File: src/sv/mcsl_pkg.sv
// ============================================================================
// mcsl_pkg
// Shared types, widths and register codes for the monotonized-central slope
// limiter stencil.
// ============================================================================
`default_nettype none

package mcsl_pkg;

   // Default depth of one line-store row.
   localparam int MAX_ROW_CELLS_DEF = 1024;

   // Field widths.
   localparam int SAMPLE_W   = 16;
   localparam int SLOPE_W    = 32;
   localparam int ROW_W      = 16;
   localparam int COL_W      = 10;
   localparam int LEN_W      = 11;
   localparam int INV_W      = 16;
   localparam int CSR_W      = 16;
   localparam int NUM_FIELDS = 3;

   // Field order inside a packed line-store word.
   localparam int FLD_DEPTH = 0;
   localparam int FLD_XVEL  = 1;
   localparam int FLD_YVEL  = 2;

   // Register reset values.
   localparam logic [LEN_W-1:0] ROW_LENGTH_RST = LEN_W'(1024);
   localparam logic [ROW_W-1:0] ROW_COUNT_RST  = ROW_W'(3);
   localparam logic [INV_W-1:0] INV_DX_RST     = INV_W'(256);
   localparam logic [INV_W-1:0] INV_DY_RST     = INV_W'(256);

   // Configuration register indexes.
   typedef enum logic [1:0] {
      CSR_ROW_LENGTH = 2'd0,
      CSR_ROW_COUNT  = 2'd1,
      CSR_INV_DX     = 2'd2,
      CSR_INV_DY     = 2'd3
   } csr_index_type;

   // Stage load strobes shared by all lanes.
   typedef struct packed {
      logic ld2;
      logic ld3;
      logic ld4;
   } ctl_type;

   // Cell position and column qualifier that travel beside the lanes.
   typedef struct packed {
      logic             col_valid;
      logic [ROW_W-1:0] cell_row;
      logic [COL_W-1:0] cell_col;
   } meta_type;

endpackage

`default_nettype wire

File: src/sv/mcsl_merge.sv
// ============================================================================
// mcsl_merge
// Output register: gathers the six lane slopes and the cell position into one
// result transaction and blanks the column slopes of ghost columns.
// ============================================================================
`default_nettype none

module mcsl_merge (
   input  logic                                 clock,
   input  logic                                 reset,
   input  logic                                 ld,
   input  logic signed [mcsl_pkg::SLOPE_W-1:0]  row_slope [mcsl_pkg::NUM_FIELDS],
   input  logic signed [mcsl_pkg::SLOPE_W-1:0]  col_slope [mcsl_pkg::NUM_FIELDS],
   input  mcsl_pkg::meta_type                   meta,
   output logic                                 out_ready,
   output logic                                 rsp_valid,
   input  logic                                 rsp_ready,
   output logic signed [mcsl_pkg::SLOPE_W-1:0]  rsp_depth_slope_row,
   output logic signed [mcsl_pkg::SLOPE_W-1:0]  rsp_depth_slope_col,
   output logic signed [mcsl_pkg::SLOPE_W-1:0]  rsp_xvel_slope_row,
   output logic signed [mcsl_pkg::SLOPE_W-1:0]  rsp_xvel_slope_col,
   output logic signed [mcsl_pkg::SLOPE_W-1:0]  rsp_yvel_slope_row,
   output logic signed [mcsl_pkg::SLOPE_W-1:0]  rsp_yvel_slope_col,
   output logic                                 rsp_col_valid,
   output logic        [mcsl_pkg::ROW_W-1:0]    rsp_cell_row,
   output logic        [mcsl_pkg::COL_W-1:0]    rsp_cell_col
);
   import mcsl_pkg::*;

   logic                      valid_ff, valid_in;
   logic signed [SLOPE_W-1:0] row_ff [NUM_FIELDS];
   logic signed [SLOPE_W-1:0] col_ff [NUM_FIELDS];
   logic signed [SLOPE_W-1:0] col_in [NUM_FIELDS];
   meta_type                  meta_ff;

   // The register can take a new transaction when empty or being drained.
   assign out_ready = !valid_ff || rsp_ready;

   always_comb begin
      valid_in = valid_ff;
      if (out_ready) begin
         valid_in = ld;
      end
   end

   always_ff @(posedge clock) begin
      if (reset) begin
         valid_ff <= 1'b0;
      end else begin
         valid_ff <= valid_in;
      end
   end

   // Column slopes of ghost columns are forced to zero.
   always_comb begin
      for (int k = 0; k < NUM_FIELDS; k++) begin
         col_in[k] = meta.col_valid ? col_slope[k] : '0;
      end
   end

   always_ff @(posedge clock) begin
      if (ld && out_ready) begin
         row_ff  <= row_slope;
         col_ff  <= col_in;
         meta_ff <= meta;
      end
   end

   assign rsp_valid           = valid_ff;
   assign rsp_depth_slope_row = row_ff[FLD_DEPTH];
   assign rsp_depth_slope_col = col_ff[FLD_DEPTH];
   assign rsp_xvel_slope_row  = row_ff[FLD_XVEL];
   assign rsp_xvel_slope_col  = col_ff[FLD_XVEL];
   assign rsp_yvel_slope_row  = row_ff[FLD_YVEL];
   assign rsp_yvel_slope_col  = col_ff[FLD_YVEL];
   assign rsp_col_valid       = meta_ff.col_valid;
   assign rsp_cell_row        = meta_ff.cell_row;
   assign rsp_cell_col        = meta_ff.cell_col;

endmodule

`default_nettype wire

File: config.mk
export PLATFORM = sky130hd
export DESIGN_NAME = mcsl_merge
export DESIGN_NICKNAME = d
export VERILOG_FILES = /design/src/sv/mcsl_pkg.sv /design/src/sv/mcsl_merge.sv
export SDC_FILE = /design/constraint.sdc
export NUM_CORES = 1
export LEC_CHECK = 0
export ABC_AREA = 0
export CORE_AREA = 2 2 172 174
export DETAILED_ROUTE_END_ITERATION = 6
export DIE_AREA = 0 0 174 176
export DONT_BUFFER_PORTS = 1
export PLACE_DENSITY = 0.45
export SYNTH_ARGS = -nofsm -noshare
export SYNTH_HDL_FRONTEND = slang
export SYNTH_SLANG_ARGS = --single-unit
export TNS_END_PERCENT = 10
File: constraint.sdc
create_clock -name clock -period 11.62 [get_ports clock]
set_clock_uncertainty 0.1 [all_clocks]
set_input_delay 1.162 -clock clock [delete_from_list [all_inputs] [get_ports clock]]
set_output_delay 1.162 -clock clock [all_outputs]
set_load 0.05 [all_outputs]
Yosys cells after proc, flatten, opt, wreduce, memory -nomap -nowiden. Index checks and enable logic that the tools add are counted.

Output and inout bits: 221. Word-level logic and storage cells: 13. Input port bits: 223. Flip-flop bits (word level): 220.

Reductions and logical operators: 3.

Operator list (count): 1-bit logical AND (1); 1-bit zero test (1); 1-bit logical OR (1).

Depth between registers and ports, before layout. Gate-level depths: netlist of run 1.

Word-level depth: 3. Mapped depth: 3. Mapped depth without buffers: 2.

Worst setup path before layout of run 1. Ideal clock, no wire load.

Path type: input-to-reg. From: input port rsp_ready. To: register meta_ff (netlist bit rsp_cell_col[0]), enable pin. Arrival time: 6673 ps. Cell stages on the path: 2. Setup time: 606 ps. Slack: 4241 ps. Buffers on the path: 0. Data required time: 10914 ps. Path through: nand2b_1 > and2_1.

Word-level cells in the longest chain between the ends: 2.

Ends and longest elaborated chain: from (decl) (RTL line mcsl_merge.sv:17) `input logic rsp_ready,`; 1-bit logical OR (RTL line mcsl_merge.sv:37) `assign out_ready = !valid_ff || rsp_ready;`; 1-bit logical AND (RTL line mcsl_merge.sv:62) `if (ld && out_ready) begin`; to (signal assigned) (RTL line mcsl_merge.sv:65) `meta_ff <= meta;`; to (decl) (RTL line mcsl_merge.sv:34) `meta_type meta_ff;`.

No other way between the ends. A chain may end at the register's enable or synchronous reset.

Worst setup path after layout of run 1.
From: input port rsp_ready. To: register row_ff (netlist bit rsp_yvel_slope_row[19]), enable pin.

Word-level cells in the longest chain between the ends: 2.

Ends and longest elaborated chain: 1-bit logical OR (RTL line mcsl_merge.sv:37); 1-bit logical AND (RTL line mcsl_merge.sv:62); to (signal assigned) (RTL line mcsl_merge.sv:63) `row_ff <= row_slope;`; to (decl) (RTL line mcsl_merge.sv:31) `logic signed [SLOPE_W-1:0] row_ff [NUM_FIELDS];`.

No other way between the ends.

==> run metrics, run 1 <==
synthesized instance count 330; DR DRC count 0; maximum level of the CTS H-tree 1; CP Capture Type flip-flop; Slew Viols, Final 0; Syn Nets 553; placed cells 706; Synth Register Bits 220; CTS Hold Bufs 0; DRT Wirelength 16.7 mm; WHS 626 ps; Reg power frac 62.2%; ANT nets after route 0; leading register cell type out of synthesis edfxtp_1; CTS sink cnt 220; Core Util, Final 29.4%; clock share of power 35.9%; Max rail drop VDD 0.0931 mV; TritonCTS Buffers 23; via count 2972; antenna violations before repair 8; worst setup path class in2reg; Die ar. 30600 µm²; Layout area overhead 15.1%; Slew HR 29.6%; Initial Util 25.6%; number of synthesized flops with an enable pin 219; Least-Margin Pin Slew 1060 ps; pre-CTS WS 7730 ps; largest cells by area after synthesis edfxtp_1 (90%), and2_1 (8.3%), buf_6 (0.77%); Final min period 3330 ps; final instance area 8400 µm²; Fin Setup TNS 0 ps; WL met2 8.79 mm; chip width 174 µm; Startpoint Class input port; reg2reg setup slack 8400 ps; setup ws final 8290 ps; final period utilization 28.7%; Worst EP arrival 3350 ps; Sw Share 27.6%; Root Driver clkbuf_16; met3 wire len 2.13 mm; Comb power frac 1.8%; required time worst endpoint 11640 ps; final net count 570; Synth Warn # 0; CP Max Fanout 88; first drt pass iteration count 4; Placer Congestion 0.703; CTS clk-pin slew, worst paths 60 ps; Post-CTS Setup Bufs 0; 1st-iter DRT viols 121; core footprint 28500 µm²; synth cell count leaders edfxtp_1 (219), and2_1 (97), buf_2 (5), buf_6 (5); outcome completed; clock latency at the later pin of the worst-skew pair 500 ps; PortBufs 0; # resized after CTS 0; row cnt 62; Final Hold Vio Count 0; Static Leak 2.75 nW; Crit. Startpoint rsp_ready; Total Routing Usage GR 10.0%; vias in the first global route 3101; Bufs on Longest Clock Path 3; first-pass GRT wire length 22.6 mm; maxcap violations 0; critical hold path startpoint reset; GRT Residual Overflow 0; Fmax 0.300 GHz; DR top layer met5; chip height 176 µm; Tot Pwr 1.81 mW; placed cell area 7720 µm²; hpwl dp 12.3 mm; Finished Layout Cells 751; power per cell area 215 nW/µm²; Psw 0.498 mW; mean post-synth cell area 22.1 µm²; Synth area leader edfxtp_1; Netlist cell types 8; Final setup viols 0; cell area after synthesis 7300 µm²; largest net degree at the start of global routing 98; Seq/Total Area, Yosys 90.4%; top-count cell post-synth edfxtp_1; share of cells above drive strength 1 9.92%; Yosys top cell area share 90.1%; RSZ-0062 raised after global routing false; DR WL/cell 22.2 µm; Int Power 1.31 mW; R2R Path Start rsp_valid; number of vias per cell 3.96; I/O pin count 444; CTS tree yes; met1 WL 5.25 mm; Min-Delay Path Class in2reg; asr flop ratio synth 0%
## placed cells by master (no fill, tap or decap)
cell type	n
and2_4	1
buf_4	2
clkinv_1	7
edfxtp_1	219
clkbuf_16	23
clkbuf_1	1
clkinvlp_4	6
diode_2	4
clkinv_2	3
inv_1	1
and2_1	96
dfxtp_1	1
a21oi_1	1
clkinv_4	1
nand2b_1	1
## registers in the layout (all words and copies together), names as in the netlist
name and count:
rsp_depth_slope_col 32, rsp_depth_slope_row 32, rsp_xvel_slope_col 32, rsp_xvel_slope_row 32
rsp_yvel_slope_col 32, rsp_yvel_slope_row 32, rsp_cell_row 16, rsp_cell_col 10
rsp_col_valid 1, rsp_valid 1
## logic make-up after synthesis
group | count (synthesis) | synth area share, %
flip-flops | 220 | 90.4
AND/OR/NAND/NOR | 98 | 8.40
buffers and inverters | 11 | 1.17
AO/OA/AOI/OAI | 1 | 0.0685
## critical path: stages
cell,delay (ps)
nand2b_1,460
and2_4,730
buf_4,910
## cell type report
class                   instances  area (µm²)
clock inverters                17        95.1
inverters                       1        3.75
flip-flops and latches        220        6600
clock buffers                  24         579
repair buffers                  2        15.0
well taps                     384         480
diodes                          4        10.0
fillers                      2833       20100
multi-input cells              99         621
## power groups by stage
| stage | Clock (mW) | Sequential [mW] | Combinational, mW |
|---|---|---|---|
| global route | 0.706 | 1.13 | 0.0380 |
| finish | 0.649 | 1.12 | 0.0334 |
| CTS | 0.678 | 1.13 | 0.0349 |
| floorplan | 0 | 1.14 | 0.0298 |
| detailed placement | 0 | 1.14 | 0.0352 |
| global placement | 0 | 1.14 | 0.0327 |
## worst paths after layout
kind	end	cells after the start
worst min register to register	rsp_valid	2
worst max-delay path	rsp_yvel_slope_row[19]	3
worst min-delay path	rsp_valid	1
worst max register to register	rsp_yvel_slope_row[19]	3
## metal layers
| layer | global-route usage (%) | vias up |
|---|---|---|
| li1 | - | 1260 |
| met1 | 9.17 | 1402 |
| met2 | 18.4 | 263 |
| met3 | 5.75 | 39 |
| met4 | 3.75 | 8 |
| met5 | 0 | - |
Power figures use the tool's default switching activity.
==> inputs of run 2 (changes only) <==
--- a/config.mk
+++ b/config.mk
@@ -6,11 +6,11 @@
 export NUM_CORES = 1
 export LEC_CHECK = 0
 export ABC_AREA = 0
-export CORE_AREA = 2 2 172 174
+export CORE_AREA = 2 2 171 173
 export DETAILED_ROUTE_END_ITERATION = 6
-export DIE_AREA = 0 0 174 176
+export DIE_AREA = 0 0 173 175
 export DONT_BUFFER_PORTS = 1
-export PLACE_DENSITY = 0.45
+export PLACE_DENSITY = 0.46
 export SYNTH_ARGS = -nofsm -noshare
 export SYNTH_HDL_FRONTEND = slang
 export SYNTH_SLANG_ARGS = --single-unit
==> constraint.sdc (replaced) <==
create_clock -name clock -period 3 [get_ports clock]
set_clock_uncertainty 0.1 [all_clocks]
set_input_delay 0.3 -clock clock [delete_from_list [all_inputs] [get_ports clock]]
set_output_delay 0.3 -clock clock [all_outputs]
set_load 0.05 [all_outputs]
==> run metrics, run 2 <==
TritonCTS Buffers 22; hpwl dp 13.0 mm; Yosys top cell area share 90.1%; outcome stopped before the end; Placer Congestion 0.789; top-count cell post-synth edfxtp_1; number of synthesized flops with an enable pin 219; asr flop ratio synth 0%; Initial Util 25.7%; Bufs on Longest Clock Path 3; synth cell count leaders edfxtp_1 (219), and2_1 (97), buf_2 (5), buf_6 (5); cell area after synthesis 7300 µm²; Seq/Total Area, Yosys 90.4%; synthesized instance count 330; I/O pin count 444; Synth Register Bits 220; row cnt 62; CTS sink cnt 220; largest cells by area after synthesis edfxtp_1 (90%), and2_1 (8.3%), buf_6 (0.77%); Post-CTS Setup Bufs 0; Synth area leader edfxtp_1; Tool Error [ERROR RSZ-0060] Max buffer count reached.; PortBufs 0; leading register cell type out of synthesis edfxtp_1; maximum level of the CTS H-tree 1; CTS Hold Bufs 152; # resized after CTS 0; mean post-synth cell area 22.1 µm²; chip width 173 µm; Syn Nets 553; Netlist cell types 8; placed cell area 7840 µm²; Failed at 4_1_cts; Root Driver clkbuf_16; chip height 175 µm; Synth Warn # 0
-- run 2: cell counts after synthesis --
Identical to the previous run, type by type.
-- run 2: per-stage QoR --
step                      hold slack (ps)  worst slack (ps)  std cells  util (%)
after floorplan                       269              42.2        330         -
after global placement                273               840        716      27.6
after detailed placement              279               836        716      27.6
-- run 2: logic make-up after synthesis --
logic type	Yosys count	share of synthesized area, %
DFF	220	90.4
AOI/OAI and AO/OA	1	0.0685
buffers and inverters	11	1.17
and+or+nand+nor	98	8.40
==> inputs of run 3 (changes only) <==
--- a/config.mk
+++ b/config.mk
@@ -6,11 +6,11 @@
 export NUM_CORES = 1
 export LEC_CHECK = 0
 export ABC_AREA = 0
-export CORE_AREA = 2 2 171 173
+export CORE_AREA = 2 2 175 177
 export DETAILED_ROUTE_END_ITERATION = 6
-export DIE_AREA = 0 0 173 175
+export DIE_AREA = 0 0 177 179
 export DONT_BUFFER_PORTS = 1
-export PLACE_DENSITY = 0.46
+export PLACE_DENSITY_LB_ADDON = 0.15
 export SYNTH_ARGS = -nofsm -noshare
 export SYNTH_HDL_FRONTEND = slang
 export SYNTH_SLANG_ARGS = --single-unit
==> constraint.sdc (replaced) <==
create_clock -name clock -period 3.9 [get_ports clock]
set_clock_uncertainty 0.1 [all_clocks]
set_input_delay 0.39 -clock clock [delete_from_list [all_inputs] [get_ports clock]]
set_output_delay 0.39 -clock clock [all_outputs]
set_load 0.05 [all_outputs]
==> run metrics, run 3 <==
Synth Area in Compound Gates 0.0686%; Initial Util 24.3%; largest cells by area after synthesis edfxtp_1 (90%), and2_1 (8.3%), buf_6 (0.77%); TritonCTS Buffers 23; CTS Hold Bufs 154; synth cell count leaders edfxtp_1 (219), and2_1 (97), buf_2 (5), buf_6 (5); # resized after CTS 0; CTS sink cnt 220; outcome stopped before the end; Syn Nets 553; Placer Congestion 0.760; Yosys top cell area share 90.1%; PortBufs 0; xor and xnor area share after synthesis 0%; Post-Synth Simple-Gate Area 8.40%; Seq/Total Area, Yosys 90.4%; chip width 177 µm; Post-CTS Setup Bufs 0; row cnt 64; Failed at 4_1_cts; Synth area leader edfxtp_1; maximum level of the CTS H-tree 1; leading register cell type out of synthesis edfxtp_1; top-count cell post-synth edfxtp_1; mux cell area share after synthesis 0%; adder-cell share of the synthesized area 0%; hpwl dp 13.2 mm; synthesized instance count 330; Synth Register Bits 220; mean post-synth cell area 22.1 µm²; Synth Warn # 0; Netlist cell types 8; Bufs on Longest Clock Path 3; Tool Error [ERROR RSZ-0060] Max buffer count reached.; main combinational cell family by area after synthesis simple AND/OR/NAND/NOR gates; asr flop ratio synth 0%; Root Driver clkbuf_16; I/O pin count 444; chip height 179 µm; number of synthesized flops with an enable pin 219; cell area after synthesis 7300 µm²
[run 3: cell counts after synthesis]
Identical to the previous run, type by type.
[run 3: metrics by stage]
step,instances,hold slack (ps),setup WS [ps],instance area [µm²],util (%)
after global placement,727,361,1320,7820,26.1
after detailed placement,727,362,1300,7820,26.1
after floorplan,330,359,750,7300,-
[run 3: cells by family after synthesis]
kind of cell / after synthesis
AOI/OAI and AO/OA: 1
buffers and inverters: 11
DFF: 220
and+or+nand+nor: 98
