--- config.mk ---
export PLATFORM = sky130hd
export DESIGN_NAME = mcsl_lane
export DESIGN_NICKNAME = d
export VERILOG_FILES = /design/src/sv/mcsl_pkg.sv /design/src/sv/mcsl_lane.sv
export SDC_FILE = /design/constraint.sdc
export NUM_CORES = 1
export LEC_CHECK = 0
export BUFFER_PORTS_ARGS = -buffer_cell sky130_fd_sc_hd__buf_2
export CORE_UTILIZATION = 39
export CTS_CLUSTER_DIAMETER = 80
export DETAILED_ROUTE_END_ITERATION = 16
export HOLD_SLACK_MARGIN = 0.12
export PLACE_DENSITY = 0.55
export SETUP_SLACK_MARGIN = 0.02
export SLEW_MARGIN = 20
export SYNTH_ARGS = -nofsm -noshare
export SYNTH_HDL_FRONTEND = slang
export SYNTH_SLANG_ARGS = --single-unit
--- constraint.sdc ---
create_clock -name clock -period 9.7 [get_ports clock]
set_input_delay 2.91 -clock clock [delete_from_list [all_inputs] [get_ports clock]]
set_output_delay 2.91 -clock clock [all_outputs]
set_load 0.01 [all_outputs]
--- src/sv/mcsl_pkg.sv ---
// ============================================================================
// mcsl_pkg
// Shared types, widths and register codes for the monotonized-central slope
// limiter stencil.
// ============================================================================
`default_nettype none

package mcsl_pkg;

   // Default depth of one line-store row.
   localparam int MAX_ROW_CELLS_DEF = 1024;

   // Field widths.
   localparam int SAMPLE_W   = 16;
   localparam int SLOPE_W    = 32;
   localparam int ROW_W      = 16;
   localparam int COL_W      = 10;
   localparam int LEN_W      = 11;
   localparam int INV_W      = 16;
   localparam int CSR_W      = 16;
   localparam int NUM_FIELDS = 3;

   // Field order inside a packed line-store word.
   localparam int FLD_DEPTH = 0;
   localparam int FLD_XVEL  = 1;
   localparam int FLD_YVEL  = 2;

   // Register reset values.
   localparam logic [LEN_W-1:0] ROW_LENGTH_RST = LEN_W'(1024);
   localparam logic [ROW_W-1:0] ROW_COUNT_RST  = ROW_W'(3);
   localparam logic [INV_W-1:0] INV_DX_RST     = INV_W'(256);
   localparam logic [INV_W-1:0] INV_DY_RST     = INV_W'(256);

   // Configuration register indexes.
   typedef enum logic [1:0] {
      CSR_ROW_LENGTH = 2'd0,
      CSR_ROW_COUNT  = 2'd1,
      CSR_INV_DX     = 2'd2,
      CSR_INV_DY     = 2'd3
   } csr_index_type;

   // Stage load strobes shared by all lanes.
   typedef struct packed {
      logic ld2;
      logic ld3;
      logic ld4;
   } ctl_type;

   // Cell position and column qualifier that travel beside the lanes.
   typedef struct packed {
      logic             col_valid;
      logic [ROW_W-1:0] cell_row;
      logic [COL_W-1:0] cell_col;
   } meta_type;

endpackage

`default_nettype wire

--- src/sv/mcsl_lane.sv ---
// ============================================================================
// mcsl_lane
// One limiter lane: differences, monotonized-central minimum, scaling by the
// reciprocal spacing and sign restore, over three register stages.
// ============================================================================
`default_nettype none

module mcsl_lane (
   input  logic                                  clock,
   input  mcsl_pkg::ctl_type                     ctl,
   input  logic signed [mcsl_pkg::SAMPLE_W-1:0]  prev_sample,
   input  logic signed [mcsl_pkg::SAMPLE_W-1:0]  cur_sample,
   input  logic signed [mcsl_pkg::SAMPLE_W-1:0]  next_sample,
   input  logic        [mcsl_pkg::INV_W-1:0]     inv,
   output logic signed [mcsl_pkg::SLOPE_W-1:0]   slope
);
   import mcsl_pkg::*;

   localparam int DIFF_W = SAMPLE_W + 1;
   localparam int MAG_W  = SAMPLE_W;
   localparam int QUAD_W = SAMPLE_W + 2;
   localparam int PROD_W = MAG_W + INV_W;

   logic signed [DIFF_W-1:0] f_ff, b_ff, d_ff;
   logic signed [DIFF_W-1:0] f_in, b_in, d_in;
   logic signed [DIFF_W-1:0] f_abs, b_abs, d_abs;
   logic [QUAD_W-1:0]        f_quad, b_quad, d_wide, min_fb, min_all;
   logic [MAG_W-1:0]         m_ff, m_in;
   logic                     keep3_ff, keep3_in, neg3_ff, neg3_in;
   logic [PROD_W-1:0]        prod_ff, prod_in;
   logic                     keep4_ff, neg4_ff;
   logic signed [SLOPE_W-1:0] mag;

   // Stage 2: forward, backward and central differences.
   always_comb begin
      f_in = DIFF_W'(next_sample) - DIFF_W'(cur_sample);
      b_in = DIFF_W'(cur_sample) - DIFF_W'(prev_sample);
      d_in = DIFF_W'(next_sample) - DIFF_W'(prev_sample);
   end

   always_ff @(posedge clock) begin
      if (ctl.ld2) begin
         f_ff <= f_in;
         b_ff <= b_in;
         d_ff <= d_in;
      end
   end

   // Stage 3: sign agreement and min(4|f|, 4|b|, |d|); the result never
   // exceeds |d|, so it fits the sample width.
   always_comb begin
      f_abs    = f_ff[DIFF_W-1] ? -f_ff : f_ff;
      b_abs    = b_ff[DIFF_W-1] ? -b_ff : b_ff;
      d_abs    = d_ff[DIFF_W-1] ? -d_ff : d_ff;
      f_quad   = {f_abs[MAG_W-1:0], 2'b00};
      b_quad   = {b_abs[MAG_W-1:0], 2'b00};
      d_wide   = {2'b00, d_abs[MAG_W-1:0]};
      min_fb   = (f_quad < b_quad) ? f_quad : b_quad;
      min_all  = (min_fb < d_wide) ? min_fb : d_wide;
      m_in     = min_all[MAG_W-1:0];
      keep3_in = ((f_ff > 0) && (b_ff > 0)) || ((f_ff < 0) && (b_ff < 0));
      neg3_in  = f_ff[DIFF_W-1];
   end

   always_ff @(posedge clock) begin
      if (ctl.ld3) begin
         m_ff     <= m_in;
         keep3_ff <= keep3_in;
         neg3_ff  <= neg3_in;
      end
   end

   // Stage 4: scale by the reciprocal spacing.
   assign prod_in = m_ff * inv;

   always_ff @(posedge clock) begin
      if (ctl.ld4) begin
         prod_ff  <= prod_in;
         keep4_ff <= keep3_ff;
         neg4_ff  <= neg3_ff;
      end
   end

   // Halve to 16 fraction bits and restore the sign. The magnitude stays
   // below 2^31, so the signed range is never exceeded.
   assign mag = SLOPE_W'(prod_ff >> 1);

   always_comb begin
      if (!keep4_ff) begin
         slope = '0;
      end else if (neg4_ff) begin
         slope = -mag;
      end else begin
         slope = mag;
      end
   end

endmodule

`default_nettype wire

After elaboration in Yosys (flattened, before gate mapping)
Cells that the tools add are included. Widths: inputs -> output; s select.

Register bits after elaboration: 103. Input bits: 68. Word-level logic and storage cells: 33.

Add/subtract/negate cells: 7. Multiply operators: 1. $lt $le $gt $ge: 6. Mux-type cells: 7. Reduce and logical (&&, ||, !) cells: 3.

Operators with widths (count): $mux 16 (4); $mux 32 (2); $sub 16x16->17 (3); $neg 16->16 (3); $gt 17x1->1 const B (2); $lt 17x1->1 const B (2); $mul 16x16->32 (1); $neg 31->32 (1); $lt 18x16->1 (1); $lt 18x18->1 (1); $mux 18 (1); $logic_and 1x1->1 (2); $logic_or 1x1->1 (1).

Depth between registers and ports, before layout
Gate-level depths: netlist (run 1).

Word-level depth: 6. Depth in mapped cells: 28.

Worst setup path before layout (run 1)
Ideal clock, no wire load.

Path type: input to register. From: in inv[9] in the netlist's numbering. To: reg prod_ff[31], data pin. Setup time: 0.272 ns. Arrival: 8.327 ns. Required time: 9.428 ns. Setup slack: 1.101 ns. Stages on the path: 20. Path buffers: 1. Cell sequence: clkbuf_1 > nand2_1 > fa_1 > inv_1 > fa_1 > inv_1 > fa_1 > inv_1 > fa_1 > fa_1 > fa_1 > ha_1 > and3_1 > and2_1 > a221oi_1 > a21oi_1 > o31ai_1 > a21boi_0 > o21ai_0 > a211oi_1.

Longest elaborated chain between the ends: 1.

Ends and longest elaborated chain: from (decl) (line mcsl_lane.sv:14) `input logic [mcsl_pkg::INV_W-1:0] inv,`; $mul 16x16->32 (line mcsl_lane.sv:74) `assign prod_in = m_ff * inv;`; via prod_in[31] (line mcsl_lane.sv:30) `logic [PROD_W-1:0] prod_ff, prod_in;`; to (signal assigned) (line mcsl_lane.sv:78) `prod_ff <= prod_in;`; to (decl) (line mcsl_lane.sv:30).

The timed path passes the listed nets, and every way through them passes these cells. A chain may end at the register's enable or synchronous reset.

Worst setup path after layout (run 1)
From: in inv[10] in the netlist's numbering. To: reg prod_ff[30], data pin.

The elaborated chain is that of the path after synthesis.

==> results of run 1 <==
==> worst max-delay path by stage <==
stage,end,slack [ps],cells after the start
finish,prod_ff[30],900,20
detailed placement,prod_ff[31],530,20
floorplan,prod_ff[31],1100,20
global route,prod_ff[31],500,21
global placement,prod_ff[31],670,21
CTS,prod_ff[31],890,21
==> sequential cells by signal, summed over array words and instances (netlist names) <==
signal and flops:
neg3_ff 1, neg4_ff 1, b_ff 17, d_ff 17
keep4_ff 1, f_ff 17, prod_ff 31, m_ff 16
keep3_ff 1
==> placed cells by master (no fill, tap or decap), drive strengths merged, types with 9 or more instances in the layout <==
master / instances
inv: 306
nand2: 204
fa: 197
ha: 186
and2: 150
buf: 104
edfxtp: 102
xnor2: 90
o21ai: 53
a21oi: 48
nor2: 40
xor2: 39
nor3: 37
o31ai: 30
a21o: 27
or3: 22
nor2b: 20
nand3: 20
mux2i: 18
o21a: 15
a211oi: 14
nand2b: 11
mux2: 10
o41ai: 10
clkbuf: 9
==> through the flow <==
step	hold slack [ps]	instance area, um2	instances	setup slack, ps
final	422	17800	2387	904
after floorplan	400	16500	1773	1100
after CTS	422	17800	2386	894
after detailed placement	406	17600	2371	529
after global placement	407	17600	2371	671
after global routing	441	17800	2386	503
==> worst max-delay path, delay by kind of cell <==
kind / cells / cell delay, ps
xor gates and xnor gates: 1 / 90
AOI/OAI and AO/OA: 7 / 1740
and+or+nand+nor: 1 / 130
buffers and inverters: 4 / 450
adders and majority gates: 7 / 3550
==> kinds of logic (layout without fill, tap and decap cells) <==
| family | count (synthesis) | count (layout) |
|---|---|---|
| flip-flops | 102 | 102 |
| AND/OR/NAND/NOR | 550 | 550 |
| AO/OA/AOI/OAI | 232 | 232 |
| adder cells (fa/ha/maj) | 383 | 383 |
| other | 0 | 1 |
| multiplexers | 28 | 28 |
| XOR/XNOR | 129 | 129 |
| buffers and inverters | 349 | 423 |
==> synthesized netlist by cell type (4+ instances only) <==
cell type                  number
sky130_fd_sc_hd__a211oi_1      14
sky130_fd_sc_hd__a21boi_0       5
sky130_fd_sc_hd__a21o_1        27
sky130_fd_sc_hd__a21oi_1       48
sky130_fd_sc_hd__and2_1       150
sky130_fd_sc_hd__and3_1         8
sky130_fd_sc_hd__clkbuf_1      41
sky130_fd_sc_hd__edfxtp_1     102
sky130_fd_sc_hd__fa_1         197
sky130_fd_sc_hd__ha_1         186
sky130_fd_sc_hd__inv_1        304
sky130_fd_sc_hd__mux2_2        10
sky130_fd_sc_hd__mux2i_1       17
sky130_fd_sc_hd__nand2_1      203
sky130_fd_sc_hd__nand2b_1      10
sky130_fd_sc_hd__nand3_1       20
sky130_fd_sc_hd__nand3b_1       4
sky130_fd_sc_hd__nand4_1        5
sky130_fd_sc_hd__nor2_1        40
sky130_fd_sc_hd__nor2b_1       20
sky130_fd_sc_hd__nor3_1        37
sky130_fd_sc_hd__nor4_1         6
sky130_fd_sc_hd__o21a_1        15
sky130_fd_sc_hd__o21ai_0       50
sky130_fd_sc_hd__o31ai_1       30
sky130_fd_sc_hd__o41ai_1        8
sky130_fd_sc_hd__or2_2          6
sky130_fd_sc_hd__or3_1         20
sky130_fd_sc_hd__or4_1          6
sky130_fd_sc_hd__xnor2_1       89
sky130_fd_sc_hd__xor2_1        39
==> layout make-up <==
class,count,area share (%)
Clock buffer,9,1.26
Tap cell,539,3.78
Sequential cell,102,17.2
Timing Repair Buffer,104,3.00
Clock inverter,6,0.323
Multi-Input combinational cell,1322,68.1
Antenna cell,1,0.0140
Inverter,304,6.39
==> routing by layer <==
metal | share of wire (%) | up-vias | routed length [um]
met1 | 43 | 5904 | 17500
li1 | - | 5946 | -
met3 | 2.3 | 42 | 935
met5 | 0 | - | 0
met2 | 52 | 172 | 20900
met4 | 2.2 | 0 | 877
==> impl_metrics.tcl, run 1 <==
set metrics [dict create \
    outcome "completed" \
    worst_path_max_delay_cell "sky130_fd_sc_hd__fa_1" \
    place.gp.congestion 0.875 \
    synthAdderAreaFrac_pct 37.9 \
    finalCriticalPeriod_ps 8800 \
    synth_mux_area_share_pct 1.79 \
    grt_setup_unrepaired "no" \
    mappedNetlistArea_um2 16500 \
    die_height_um 208 \
    setup.reg_to_reg.worst_slack_ps 2760 \
    dominantRegCellSynth "sky130_fd_sc_hd__edfxtp_1" \
    synth_nets 2224 \
    synth_top_area_share_pct 23.9 \
    combinational_family_with_the_most_area_after_synthesis "adder cells" \
    htree_levels 3 \
    hold_path_end "neg4_ff" \
    post_cts_resize_count 0 \
    number_of_antenna_violations_at_the_first_check_in_global_routing 2 \
    aggregate_global_route_resource_usage_pct 19.3 \
    tritoncts "built" \
    maximum_number_of_pins_on_one_net_before_global_route_repair 52 \
    cp-start-kind "input port" \
    via_count_of_the_first_global_routing_pass 12762 \
    num_io_pins 100 \
    path_common_cell "sky130_fd_sc_hd__fa_1" \
    crit_chain "buf_2 -> nand2_1 -> fa_1 -> inv_1 -> fa_1 -> fa_1 -> fa_1 -> fa_1 -> inv_1 -> fa_1 -> inv_1 -> ha_1 -> a21oi_1 -> a211oi_1 -> o311ai_0 -> o31ai_1 -> o41ai_1 -> o21ai_0 -> a21oi_1 -> xnor2_1" \
    clock_tree.root_cell "sky130_fd_sc_hd__clkbuf_16" \
    cts_buffer_depth 2 \
    detail_route.wl_per_cell_um 16.9 \
    finish.utilization_pct 42.6 \
    design.core.area_um2 41900 \
    design.die.area_um2 43200 \
    area.growth.synth_to_final_pct 7.99 \
    first_pass_iters 5 \
    timing.reg2reg.worst_path_depth 19 \
    drt_iter0_drc 501 \
    worstPathArrival_ps 8890 \
    total_setup_buffers_inserted_after_cts 0 \
    timing.critical_path.to_type "flop" \
    synth_top_cells_by_area "sky130_fd_sc_hd__fa_1 (24%), sky130_fd_sc_hd__edfxtp_1 (19%), sky130_fd_sc_hd__ha_1 (14%), sky130_fd_sc_hd__inv_1 (6.9%), sky130_fd_sc_hd__and2_1 (5.7%)" \
    max-cap-violations 0 \
    grt_first_pass_wirelength_mm 65.8 \
    cts_inserted_buffers 9 \
    maxClockFrequency_mhz 114 \
    clock-skew-final_ps 21.0 \
    yosys.cell_types.count 69 \
    grt.met1_usage_pct 23.9 \
    slew_violations 0 \
    post-route-period-util_pct 90.7 \
    hold_start "neg3_ff" \
    global_route.peak_usage_layer "met2" \
    critPathKind "input port to flop" \
    multi_input_area_um2 12100 \
    global_route.usage.met2_pct 35.5 \
    worst_r2r_startpoint "m_ff[6]" \
    slew_at_the_pin_closest_to_its_max_slew_limit_ps 962 \
    cp.required_ps 9800 \
    nFillCells 4154 \
    buffer_ports.inserted 99 \
    holdCritPathClass "flop to flop" \
    final-hold-violation-count 0 \
    min_path_cells 0 \
    drt_wirelength_mm 40.2 \
    avgSynthCellArea_um2 9.32 \
    global_routing_met3_resource_utilization_pct 1.82 \
    total_drc_errors_in_the_routed_layout 0 \
    ys_ff_latch 102 \
    number_of_enable_type_register_cells_in_the_synthesized_netlist 102 \
    cts.hold.buffers_added 0 \
    proportion_of_synthesized_chip_area_in_sequential_cells_pct 18.5 \
    insertion_delay_ps 360 \
    crit_path_start "inv[10]" \
    register_area_um2 3060 \
    die_span_x_um 208 \
    cp_max_fo 16 \
    complex_gate_fraction_of_the_synthesized_area_pct 9.55 \
    nets 2294 \
    cts_sinks 102 \
    detailed_place_hpwl_mm 32.8 \
    detailroute.via_count 12064 \
    synth-xor-area-share_pct 6.88 \
    post_synth_and_or_nand_nor_area_fraction_pct 17.3 \
    slowest_delay_ps 570 \
    via_per_inst 5.05 \
    timing.final.setup_violations 0 \
    drtAntennaViolNets 0 \
    drive_gt1_share_pct 8.28 \
    slew_headroom_pct 35.8 \
    placementRows 75 \
    synth_cells 1773 \
    yosys_warnings 0 \
    setup_total_negative_slack_ps 0 \
    initial_utilization_pct 39.5 \
    synth_area_leader_cell "sky130_fd_sc_hd__fa_1" \
    crit-reg2reg-capture "prod_ff[30]" \
    grt_remaining_overflow 0 \
    clk_pin_slew_worst_paths_ps 60 \
    ys_async_sr_fraction_pct 0 \
]
Power of run 1 is not shown: default switching activity piles up to over one toggle a cycle in this logic, so the estimate is an artifact.
==> run 2: changes to the inputs <==
Settings changed: CELL_PAD_IN_SITES_DETAIL_PLACEMENT set to 0, CELL_PAD_IN_SITES_GLOBAL_PLACEMENT set to 1, PLACE_DENSITY 0.55 to 0.79.
Clock period 9.7 ns to 10.41 ns, I/O delays scaled along.
==> impl_metrics.tcl, run 2 (synthesis results as in run 1) <==
set metrics [dict create \
    slew_at_the_pin_closest_to_its_max_slew_limit_ps 1000 \
    grt_remaining_overflow 0 \
    design.die.area_um2 43200 \
    total_drc_errors_in_the_routed_layout 0 \
    cp.required_ps 10500 \
    via_per_inst 5.14 \
    maxClockFrequency_mhz 111 \
    design.core.area_um2 41900 \
    cts.hold.buffers_added 0 \
    clock-skew-final_ps 13.9 \
    drtAntennaViolNets 0 \
    drt_wirelength_mm 38.4 \
    cp-start-kind "input port" \
    post_cts_resize_count 0 \
    htree_levels 3 \
    timing.critical_path.to_type "flop" \
    maximum_number_of_pins_on_one_net_before_global_route_repair 52 \
    slowest_delay_ps 540 \
    regMostFlops "prod_ff" \
    nFillCells 4108 \
    layout_commonest_cell "sky130_fd_sc_hd__inv_1" \
    finalCriticalPeriod_ps 8980 \
    placementRows 75 \
    total_setup_buffers_inserted_after_cts 0 \
    detailed_place_hpwl_mm 31.6 \
    final-hold-violation-count 0 \
    worst_path_max_delay_cell "sky130_fd_sc_hd__fa_1" \
    cp_max_fo 16 \
    hold_ws_ps 452 \
    number_of_antenna_violations_at_the_first_check_in_global_routing 2 \
    buffer_ports.inserted 99 \
    tritoncts "built" \
    multi_input_area_um2 12100 \
    area.growth.synth_to_final_pct 8.07 \
    post-route-period-util_pct 86.3 \
    drive_gt1_share_pct 8.23 \
    largest_reg_flops 31 \
    crit_chain "buf_2 -> and2_1 -> fa_1 -> inv_1 -> fa_1 -> fa_1 -> inv_1 -> fa_1 -> fa_1 -> inv_1 -> fa_1 -> inv_1 -> ha_1 -> a21o_1 -> a21o_1 -> a221oi_1 -> a21oi_1 -> o31ai_1 -> a21boi_0 -> o21ai_0 -> a211oi_1" \
    outcome "completed" \
    cts_sinks 102 \
    die_span_x_um 208 \
    insertion_delay_ps 360 \
    place.gp.congestion 0.851 \
    worstPathArrival_ps 9070 \
    num_io_pins 100 \
    aggregate_global_route_resource_usage_pct 18.3 \
    timing.final.setup_violations 0 \
    slew_violations 0 \
    initial_utilization_pct 39.5 \
    holdCritPathClass "flop to flop" \
    path_common_cell "sky130_fd_sc_hd__fa_1" \
    detailroute.via_count 12277 \
    die_height_um 208 \
    clock_tree.root_cell "sky130_fd_sc_hd__clkbuf_16" \
    nets 2293 \
    first_pass_iters 5 \
    register_area_um2 3060 \
    cts_buffer_depth 2 \
    setup_total_negative_slack_ps 0 \
    detail_route.wl_per_cell_um 16.1 \
    crit_buf_inv 5 \
    via_count_of_the_first_global_routing_pass 12929 \
    commonest_non_fill_non_tap_cells_in_the_layout "sky130_fd_sc_hd__inv_1 (304), sky130_fd_sc_hd__nand2_1 (203), sky130_fd_sc_hd__fa_1 (197)" \
    grt_setup_unrepaired "no" \
    crit_family "adder cells" \
    critPathKind "input port to flop" \
    cts_inserted_buffers 9 \
    slew_headroom_pct 33.4 \
    drt_iter0_drc 573 \
    clk_pin_slew_worst_paths_ps 80 \
    max-cap-violations 0 \
    grt_first_pass_wirelength_mm 63.0 \
]
run 2: cell count changes in the layout (fill, tap and decap cells not counted):
| cell | change |
|---|---|
| sky130_fd_sc_hd__buf_12 | +1 |
| sky130_fd_sc_hd__clkinv_2 | -1 |
| sky130_fd_sc_hd__clkinv_1 | +1 |
| sky130_fd_sc_hd__clkinv_4 | +1 |
| sky130_fd_sc_hd__buf_4 | -3 |
| sky130_fd_sc_hd__clkinvlp_4 | -1 |
| sky130_fd_sc_hd__buf_2 | +1 |
| sky130_fd_sc_hd__inv_8 | +1 |
run 2: final cells by class:
cell class,count,area share (%)
multi-input cells,1322,68.0
flip-flops and latches,102,17.2
inverters,304,6.39
well taps,539,3.78
repair buffers,103,3.01
clock buffers,9,1.26
clock inverters,7,0.385
diodes,1,0.0140
run 2: path summary, 6_finish.rpt:
| kind | startpoint | endpoint | slack (ps) | cells past startpoint |
|---|---|---|---|---|
| worst max-delay path | inv[6] | prod_ff[31] | 1430 | 21 |
| worst max register to register | m_ff[6] | prod_ff[31] | 3550 | 20 |
| worst min register to register | keep3_ff | keep4_ff | 450 | 0 |
| worst min-delay path | keep3_ff | keep4_ff | 450 | 0 |
run 2: metal layers:
metal	global-route usage, %	vias up	routed length, um
met5	0	-	0
met1	21.4	6041	15700
met2	33.9	228	20100
met3	2.07	71	1280
li1	-	5937	-
met4	7.05	0	1370
run 2: stage by stage:
step	instances	instance area, um2	utilization [%]	worst slack [ps]
finish	2387	17900	42.7	1430
global route	2386	17900	42.7	1120
floorplan	1773	16500	-	1600
CTS	2385	17800	42.6	1430
detailed placement	2369	17500	41.9	1080
global placement	2369	17500	41.9	1130
run 2: worst register-to-register path: stages, from the launching register on:
cell,delay (ps)
sky130_fd_sc_hd__edfxtp_1,730
sky130_fd_sc_hd__and2_1,320
sky130_fd_sc_hd__fa_1,530
sky130_fd_sc_hd__inv_1,50
sky130_fd_sc_hd__fa_1,490
sky130_fd_sc_hd__fa_1,520
sky130_fd_sc_hd__inv_1,50
sky130_fd_sc_hd__fa_1,460
sky130_fd_sc_hd__fa_1,540
sky130_fd_sc_hd__inv_1,50
sky130_fd_sc_hd__fa_1,530
sky130_fd_sc_hd__inv_1,40
sky130_fd_sc_hd__ha_1,350
sky130_fd_sc_hd__a21o_1,180
sky130_fd_sc_hd__a21o_1,160
sky130_fd_sc_hd__a221oi_1,420
sky130_fd_sc_hd__a21oi_1,180
sky130_fd_sc_hd__o31ai_1,330
sky130_fd_sc_hd__a21boi_0,200
sky130_fd_sc_hd__o21ai_0,330
sky130_fd_sc_hd__a211oi_1,130
Power of run 2 is left out for the same reason.
==> run 3: changes to the inputs <==
Settings changed: CORE_ASPECT_RATIO set to 0.75.
==> impl_metrics.tcl, run 3 (synthesis results as in run 1) <==
set metrics [dict create \
    cts_inserted_buffers 9 \
    slew_headroom_pct 42.0 \
    setup_total_negative_slack_ps 0 \
    dp_worst_setup_slack_ps 759 \
    detailroute.via_count 12262 \
    commonest_non_fill_non_tap_cells_in_the_layout "sky130_fd_sc_hd__inv_1 (304), sky130_fd_sc_hd__nand2_1 (203), sky130_fd_sc_hd__fa_1 (197)" \
    design.core.area_um2 41200 \
    drive_gt1_share_pct 8.18 \
    maxClockFrequency_mhz 107 \
    total_setup_buffers_inserted_after_cts 0 \
    area.growth.synth_to_final_pct 8.33 \
    finalCriticalPeriod_ps 9340 \
    number_of_antenna_violations_at_the_first_check_in_global_routing 0 \
    drtAntennaViolNets 0 \
    clock_tree.root_cell "sky130_fd_sc_hd__clkbuf_16" \
    path_common_cell "sky130_fd_sc_hd__fa_1" \
    detail_route.wl_per_cell_um 17.0 \
    first_pass_iters 5 \
    total_drc_errors_in_the_routed_layout 0 \
    cp_max_fo 16 \
    largest_reg_flops 31 \
    via_per_inst 5.10 \
    nFillCells 3974 \
    layout_commonest_cell "sky130_fd_sc_hd__inv_1" \
    htree_levels 3 \
    placementRows 64 \
    aggregate_global_route_resource_usage_pct 19.8 \
    slowest_delay_ps 560 \
    initial_utilization_pct 40.1 \
    grt_first_pass_wirelength_mm 67.2 \
    postLayoutSetupSlackWorst_ps 1070 \
    place.gp.congestion 0.882 \
    final-hold-violation-count 0 \
    cts.hold.buffers_added 0 \
    drt_iter0_drc 806 \
    max-cap-violations 0 \
    slew_violations 0 \
    design.die.area_um2 43200 \
    buffer_ports.inserted 99 \
    die_span_x_um 240 \
    grt_remaining_overflow 0 \
    outcome "completed" \
    detailed_place_hpwl_mm 33.2 \
    post-route-period-util_pct 89.7 \
    timing.critical_path.to_type "flop" \
    regMostFlops "prod_ff" \
    crit_chain "buf_2 -> nand2_1 -> fa_1 -> inv_1 -> fa_1 -> inv_1 -> fa_1 -> inv_1 -> fa_1 -> fa_1 -> fa_1 -> ha_1 -> and3_1 -> and2_1 -> a221oi_1 -> a21oi_1 -> o31ai_1 -> a21boi_0 -> o21ai_0 -> a211oi_1" \
    slew_at_the_pin_closest_to_its_max_slew_limit_ps 859 \
    hold_ws_ps 423 \
    maximum_number_of_pins_on_one_net_before_global_route_repair 52 \
    num_io_pins 100 \
    grt_setup_unrepaired "no" \
    post_cts_resize_count 0 \
    nets 2291 \
    cp.required_ps 10520 \
    tritoncts "built" \
    antenna_cells_inserted 0 \
    die_height_um 180 \
    clk_pin_slew_worst_paths_ps 90 \
    drt_wirelength_mm 40.8 \
    worst_path_max_delay_cell "sky130_fd_sc_hd__fa_1" \
    via_count_of_the_first_global_routing_pass 12578 \
    insertion_delay_ps 380 \
    cts_sinks 102 \
    clock-skew-final_ps 13.6 \
    worstPathArrival_ps 9450 \
    finish.utilization_pct 43.4 \
    timing.final.setup_violations 0 \
    cp-start-kind "input port" \
    cts_buffer_depth 2 \
    critPathKind "input port to flop" \
    holdCritPathClass "flop to flop" \
]
==> run 3: cell types whose count changed in the layout (fill, tap and decap cells not counted) <==
| cell | previous run | this run |
|---|---|---|
| sky130_fd_sc_hd__buf_4 | 3 | 2 |
| sky130_fd_sc_hd__clkinv_8 | 1 | 3 |
| sky130_fd_sc_hd__buf_12 | 1 | 0 |
| sky130_fd_sc_hd__inv_12 | 0 | 2 |
| sky130_fd_sc_hd__clkinv_4 | 2 | 0 |
| sky130_fd_sc_hd__buf_2 | 99 | 98 |
| sky130_fd_sc_hd__buf_8 | 0 | 1 |
| sky130_fd_sc_hd__diode_2 | 1 | 0 |
| sky130_fd_sc_hd__clkinv_1 | 1 | 0 |
| sky130_fd_sc_hd__inv_6 | 1 | 0 |
==> run 3: layer usage <==
layer	track usage [%]	vias up	wire, um
met4	2.92	0	309
met1	29.7	6006	21000
met5	0	-	0
met3	3.42	19	2220
met2	30.1	299	17300
li1	-	5938	-
==> run 3: worst paths after layout <==
check            from     endpoint  depth (start not counted)  slack (ps)
max reg2reg   m_ff[5]  prod_ff[31]                         19        3250
max            inv[9]  prod_ff[31]                         20        1070
min          keep3_ff     keep4_ff                          0         420
min reg2reg  keep3_ff     keep4_ff                          0         420
==> run 3: area by class of cell <==
class | count | area [um2] | area share (%)
multi-input combinational | 1322 | 12100 | 67.8
sequential | 102 | 3060 | 17.1
inverter | 304 | 1140 | 6.37
tap | 561 | 702 | 3.92
timing repair buffer | 101 | 520 | 2.91
clock buffer | 9 | 225 | 1.26
clock inverter | 7 | 104 | 0.580
==> run 3: per-stage QoR <==
stage	instances	cell area (um2)
2_1_floorplan	1773	16500
6_report	2406	17900
5_1_grt	2406	17900
3_3_place_gp	2389	17600
4_1_cts	2405	17900
3_5_place_dp	2389	17600
==> run 3: worst max-delay path, delay by kind of cell <==
kind / cells / cell delay [ps]
buffers and inverters: 4 / 500
adders and majority gates: 7 / 3490
AOI/OAI and AO/OA: 6 / 1810
and+or+nand+nor: 3 / 530
Power of run 3 is left out for the same reason.
